[config.mk]
export PLATFORM = sky130hd
export DESIGN_NAME = mtpc_engine
export DESIGN_NICKNAME = d
export VERILOG_FILES = /design/src/hw/rtl/mtpc_pkg.sv /design/src/hw/rtl/mtpc_engine.sv
export SDC_FILE = /design/constraint.sdc
export NUM_CORES = 1
export LEC_CHECK = 0
export ABC_AREA = 1
export BUFFER_PORTS_ARGS = -buffer_cell sky130_fd_sc_hd__clkbuf_2
export CORE_MARGIN = 8
export CORE_UTILIZATION = 55
export DETAILED_ROUTE_END_ITERATION = 12
export PLACE_DENSITY = 0.83
export SLEW_MARGIN = 5
export SYNTH_ARGS = -nofsm -noshare
export SYNTH_HDL_FRONTEND = slang
export SYNTH_SLANG_ARGS = --single-unit
export TNS_END_PERCENT = 10
[constraint.sdc]
create_clock -name clk -period 9.9 [get_ports clk]
set_clock_uncertainty 0.15 [all_clocks]
set_input_delay 1.485 -clock clk [delete_from_list [all_inputs] [get_ports clk]]
set_output_delay 1.485 -clock clk [all_outputs]
set_load 0.1 [all_outputs]
[src/hw/rtl/mtpc_pkg.sv]
package mtpc_pkg;

	// Command codes carried on s_tuser
	localparam logic [1:0] CMD_RESTART = 2'd0;
	localparam logic [1:0] CMD_WRITE   = 2'd1;
	localparam logic [1:0] CMD_CHECK   = 2'd2;

	// Pattern modes
	localparam logic [1:0] MODE_CONST = 2'd0;
	localparam logic [1:0] MODE_ADDR  = 2'd1;
	localparam logic [1:0] MODE_LCG   = 2'd2;

	// Configuration register indexes
	typedef logic [1:0] reg_idx_t;
	localparam reg_idx_t REG_TEST_MODE     = 2'd0;
	localparam reg_idx_t REG_FILL_VALUE    = 2'd1;
	localparam reg_idx_t REG_START_ADDRESS = 2'd2;
	localparam reg_idx_t REG_LENGTH_BYTES  = 2'd3;

	localparam int unsigned   SEQ_W    = 31;
	localparam logic [30:0]   LCG_MUL  = 31'd1103515245;
	localparam logic [30:0]   LCG_ADD  = 31'd12345;
	localparam logic [31:0]   ALL_ONES = 32'hffff_ffff;
	localparam logic [31:0]   WORD_BYTES = 32'd4;

	typedef struct packed {
		logic [1:0]  test_mode;
		logic [31:0] fill_value;
		logic [31:0] start_address;
		logic [31:0] length_bytes;
	} cfg_t;

	typedef struct packed {
		logic [31:0] word_address;
		logic [31:0] pattern;
		logic        mismatch;
		logic        pass_done;
		logic [31:0] fail_address;
	} result_t;

	// One step of the sequence, modulo 2^31
	function automatic logic [SEQ_W-1:0] lcg_next(input logic [SEQ_W-1:0] s);
		logic [SEQ_W-1:0] prod;
		prod = s * LCG_MUL;
		return prod + LCG_ADD;
	endfunction

endpackage

[src/hw/rtl/mtpc_engine.sv]
module mtpc_engine (
	input  logic              clk,
	input  logic              arst_n,
	input  logic              step,
	input  logic [1:0]        cmd,
	input  logic [31:0]       read_data,
	input  mtpc_pkg::cfg_t    cfg,
	output mtpc_pkg::result_t result
);
	import mtpc_pkg::*;

	logic [31:0]      next_address_q;
	logic [31:0]      bytes_left_q;
	logic [31:0]      first_fail_q;
	logic             finished_q;
	// Sequence value the next word will use, computed one step ahead
	logic [SEQ_W-1:0] seq_next_q;

	logic [31:0] pat;
	logic        mis;
	logic        last_word;

	// Pick the pattern for the current address
	always_comb begin
		case (cfg.test_mode)
			MODE_ADDR: pat = next_address_q;
			MODE_LCG:  pat = {1'b0, seq_next_q};
			default:   pat = cfg.fill_value;
		endcase
		mis       = (cmd == CMD_CHECK) && (read_data != pat);
		last_word = (bytes_left_q <= WORD_BYTES);
	end

	// Build the result word for this command
	always_comb begin
		result.word_address = next_address_q;
		result.pattern      = '0;
		result.mismatch     = 1'b0;
		result.pass_done    = finished_q;
		result.fail_address = first_fail_q;
		case (cmd)
			CMD_RESTART: begin
				result.word_address = cfg.start_address;
				result.pass_done    = (cfg.length_bytes == '0);
				result.fail_address = ALL_ONES;
			end
			CMD_WRITE, CMD_CHECK: begin
				if (!finished_q) begin
					result.pattern   = pat;
					result.mismatch  = mis;
					result.pass_done = last_word | mis;
					if (mis)
						result.fail_address = next_address_q;
				end
			end
			default: ;
		endcase
	end

	// Advance the walk on each accepted word
	always_ff @(posedge clk or negedge arst_n) begin
		if (!arst_n) begin
			next_address_q <= '0;
			bytes_left_q   <= '0;
			first_fail_q   <= ALL_ONES;
			finished_q     <= 1'b1;
			seq_next_q     <= LCG_ADD;
		end else if (step) begin
			case (cmd)
				CMD_RESTART: begin
					next_address_q <= cfg.start_address;
					bytes_left_q   <= cfg.length_bytes;
					first_fail_q   <= ALL_ONES;
					finished_q     <= (cfg.length_bytes == '0);
					seq_next_q     <= LCG_ADD;
				end
				CMD_WRITE, CMD_CHECK: begin
					if (!finished_q) begin
						next_address_q <= next_address_q + WORD_BYTES;
						bytes_left_q   <= last_word ? '0 : bytes_left_q - WORD_BYTES;
						finished_q     <= last_word | mis;
						if (mis)
							first_fail_q <= next_address_q;
						if (cfg.test_mode == MODE_LCG)
							seq_next_q <= lcg_next(seq_next_q);
					end
				end
				default: ;
			endcase
		end
	end

endmodule

# == Yosys cells after proc, flatten, opt, wreduce, memory -nomap -nowiden ==
# Index checks and enable logic that the tools add are counted.
# Widths: inputs -> output; s select.
# word_totals
romBits,0
ramBits,0
elab_cells,44
n_memories,0
inputBits,135
latch_bits,0
register_bits,128
out_inout_bits,98
# classes
muxes,18
eq_ne,7
bitwise,1
n_shift,0
reduce_logical,8
n_lt_le_gt_ge,1
addsub,3
multipliers,1
div,0
# op_table
cell,count
$pmux 32 s2,4
$mux 32,6
$mux 66,1
$pmux 33 s2,1
$mux 31,2
$pmux 31 s2,1
$mux 33,1
$add 32x3->32 const B,1
$le 32x3->1 const B,1
$logic_not 32->1,1
$ne 32x32->1,1
$sub 32x3->32 const B,1
$add 31x14->31 const B,1
$mul 31x31->31 const B,1
$eq 2x1->1 const B,2
$eq 2x2->1 const B,2
$ne 2x2->1 const B,2
$reduce_and 4->1,1
$reduce_and 3->1,1
$logic_not 2->1,1
$pmux 1 s2,1
$reduce_and 2->1,1
$reduce_bool 2->1,1
$reduce_or 2->1,1
other kinds (3),3

# == Logic depth before layout (Yosys ltp) ==
# logic_depth
depth_word,7
ltp_mapped,30
depth_no_buf,30

# == Least setup slack after synthesis ==
# OpenSTA, ideal clock, no wires.
# synth_path
path_type,flip-flop to flip-flop
start,register seq_next_q[6]
end,register seq_next_q[29]
setup_slack_ns,3.516
period_less_slack_ns,6.384
t_arrival_ns,6.116
stages_incl_launch_ff,31
setup_ns,0.118
path_buffers,0
t_required_ns,9.632
path_cell_list,dfrtp_1 > ha_1 > xnor2_1 > inv_1 > ha_1 > a21oi_1 > fa_1 > fa_1 > inv_1 > fa_1 > inv_1 > fa_1 > inv_1 > fa_1 > inv_1 > fa_1 > inv_1 > ha_1 > nand2_1 > inv_1 > nand2_1 > nor3_1 > nand4_1 > nand3_1 > nand2_1 > o211ai_1 > nand2_1 > nand2_1 > nand2_1 > nand3_1 > nand2_1
# synth_via
elab_chain_len,5
# synth_rtl
item,line,rtl
from (decl),mtpc_engine.sv:17,logic [SEQ_W-1:0] seq_next_q;
from (signal assigned),mtpc_engine.sv:85,seq_next_q <= lcg_next(seq_next_q);
$mul 31x31->31,mtpc_pkg.sv:44,prod = s * LCG_MUL;
$add 31x14->31,mtpc_pkg.sv:45,return prod + LCG_ADD;
$mux 31,mtpc_engine.sv:84,if (cfg.test_mode == MODE_LCG)
$mux 31,mtpc_engine.sv:78,if (!finished_q) begin
$pmux 31 s2,mtpc_engine.sv:69,case (cmd)
# Every way passes these cells. The select of a mux whose other input is x is not followed.
# A chain may end at the register's enable or synchronous reset.

==> metrics.cfg <==
[outcome]
status=finished, final reports clean

[yosys]
yosysMostFrequentCell=nand2_1
synthesis.nets=3305
synth_top_area_cell=fa_1
synth-warning-count=0
synth_edf_count=0
ys_top_cells_by_area=fa_1, ha_1, nand2_1
syn_inst=2789
synth_top_area_share_pct=18.1
synth_common_cells=nand2_1, inv_1, ha_1, nand3_1, fa_1
synth.ff_latch_count=128
avgSynthCellArea_um2=6.99
ys.flop_type=dfrtp_1
ys_seq_area_share_pct=16.7
synth_mux_area_share_pct=0
synth_top_family_by_area=adder cells
synth.distinct_cells=47
synth_fa_ha_area_share_pct=31.2
synth_area_um2=19500
synth_xor_area_share_pct=2.43
synth-simple-area-share_pct=24.1
synth-compound-area-share_pct=10.8
ys_async_sr_fraction_pct=100

[sta]
worst_slew_pin_slew_ns=1.18
setup_viol=0
rsz0062_at_grt=false
setup_tns_ns=0
fin_crit_sh_pct=77.8
hold_viol=0
finalCriticalPeriod_ns=7.70
slew_headroom_pct=21.2
max_clock_freq_mhz=130
slew_viol_final=0

[clocking]
cts_max_level=4
cts_sinks=128
clock_latency_ns=0.44
hold_buffers=0
root_buffer=clkbuf_16
clkTransAtPathRegs_ns=0.07
clockBufferDepth=2
cts_buffers=17
cts_setup_buffers=0
cts_resized=0
tritoncts=done

[route]
dr.first_iter.drc_count=2050
wirelength_met1_um=26300
vias=19400
routed-wl-met3_um=6310
drc=0
ant_nets=0
maxUsedRoutingLayer=met4
dr.pass1.iters=8
post_drt_wl_per_cell_um=19.3
viasPerCell=5.66
routed-wl-met2_um=31200
routed_wirelength_um=66300

[placed_design]
numPortBuffers=232
place_inst=3404
post-dp-hpwl_um=53500
gp_congestion=1.04

[cells_and_area]
antenna_cells=0
nets=3478
finalNonFillerCells=3436
syn2layout_area_growth_pct=10.3
drive_gt1_share_pct=11.5

[setup_path]
cp_num_buf_inv=5
crit_slowest_cell=nand2_4
path_max_fanout=98
crit_chain=clkbuf_2, inv_1, ha_2, inv_2, nand3_1, nand3b_1, nand2_1, inv_1, nand2_1, nor2_1, nand2_1, nor2_1, nand2_2, nand2_4, nand2_1, nand3_1, nand2_1, nand2_1, nand2_1, clkbuf_2
cp_common_cell=nand2_1
worst_ep_required_time_ns=8.27
end_kind=primary output
startpoint_type=input pin
critical_path.top_delay_family=simple AND/OR/NAND/NOR gates
crit_type=in -> out
slowest_delay_ns=0.93
arrival_ns=6.07

[die]
initial_core_util_pct=55.4
fp.dieH_um=204
die_x_um=204
num_rows=69
dieArea_um2=41700
ios=233
core_um2=35200

[global_routing]
grt_max_degree=99
gr-total-overflow=0
grt_use_total_pct=31.5
grt_pass1_wl_um=104000
antenna_found_initial=0
first_global_vias=19400

[worst_hold_path]
hold_path.class=reg -> reg

[run]
cap_violations=0

## cell usage in the layout (no fill, tap or decap), types with 14 or more instances in the layout
master / instances
dfrtp_1: 89
o211ai_1: 24
xnor2_1: 23
nand4_1: 17
nand2_1: 645
nor2_1: 152
o21ai_1: 37
fa_1: 176
ha_1: 203
nand3b_1: 14
nand3_1: 192
clkbuf_2: 231
or2_1: 27
a22oi_1: 26
xor2_1: 31
clkbuf_16: 18
o21ai_0: 164
nor3_1: 23
dfstp_2: 39
inv_1: 642
nor4_1: 20
a21oi_1: 90
## routing by layer
| metal | track usage [%] | vias to the layer above |
|---|---|---|
| li1 | - | 8986 |
| met1 | 41.0 | 9233 |
| met2 | 51.5 | 1046 |
| met3 | 6.10 | 180 |
| met4 | 12.0 | 0 |
| met5 | 0 | - |
## flip-flops by register name, indices dropped and copies added, names as in the netlist
signal and flops:
next_address_q 32, seq_next_q 31, bytes_left_q 32, finished_q 1
first_fail_q 32
## kinds of logic after synthesis
kind of cell | Yosys count
flops | 128
simple gates | 1109
xor+xnor | 54
buf+inv | 740
fa+ha+maj | 381
compound gates | 377
## area by class of cell
type                       count  area (um^2)
multi-input combinational   1921        13400
timing repair buffer         244         1260
fill                        3228        13700
sequential                   128         3250
clock inverter                14          150
clock buffer                  18          450
tap                          461          577
inverter                     650         2440
## metrics by stage
stage / cell area, um^2 / hold WS (ns) / setup WS, ns / util (%)
2_1_floorplan: 19500 / 0.341 / 3.52 / -
3_3_place_gp: 20900 / 0.369 / 2.22 / 59.3
3_5_place_dp: 20900 / 0.382 / 2.15 / 59.3
4_1_cts: 21500 / 0.391 / 2.15 / 61.0
5_1_grt: 21500 / 0.410 / 1.81 / 61.1
6_report: 21500 / 0.387 / 2.20 / 61.1
## tightest hold or removal path, stage by stage, from the launching register on
cell and delay [ns]:
dfrtp_1 0.38, nand2_1 0.06, nand2_1 0.06
## worst paths after layout
kind	from	to	slack [ns]	depth (start not counted)
worst max-delay path	cfg[96]	result[14]	2.20	20
worst min-delay path	seq_next_q[30]	seq_next_q[30]	0.39	2
worst max register to register	seq_next_q[5]	seq_next_q[29]	2.57	28
worst min register to register	seq_next_q[30]	seq_next_q[30]	0.39	2
max in group asynchronous	arst_n	bytes_left_q[9]	7.32	2
min in group asynchronous	arst_n	seq_next_q[22]	0.92	1
Power is left out: the tool's default activity adds up to more than one toggle a clock period on the data nets, which glitch-free logic cannot reach.
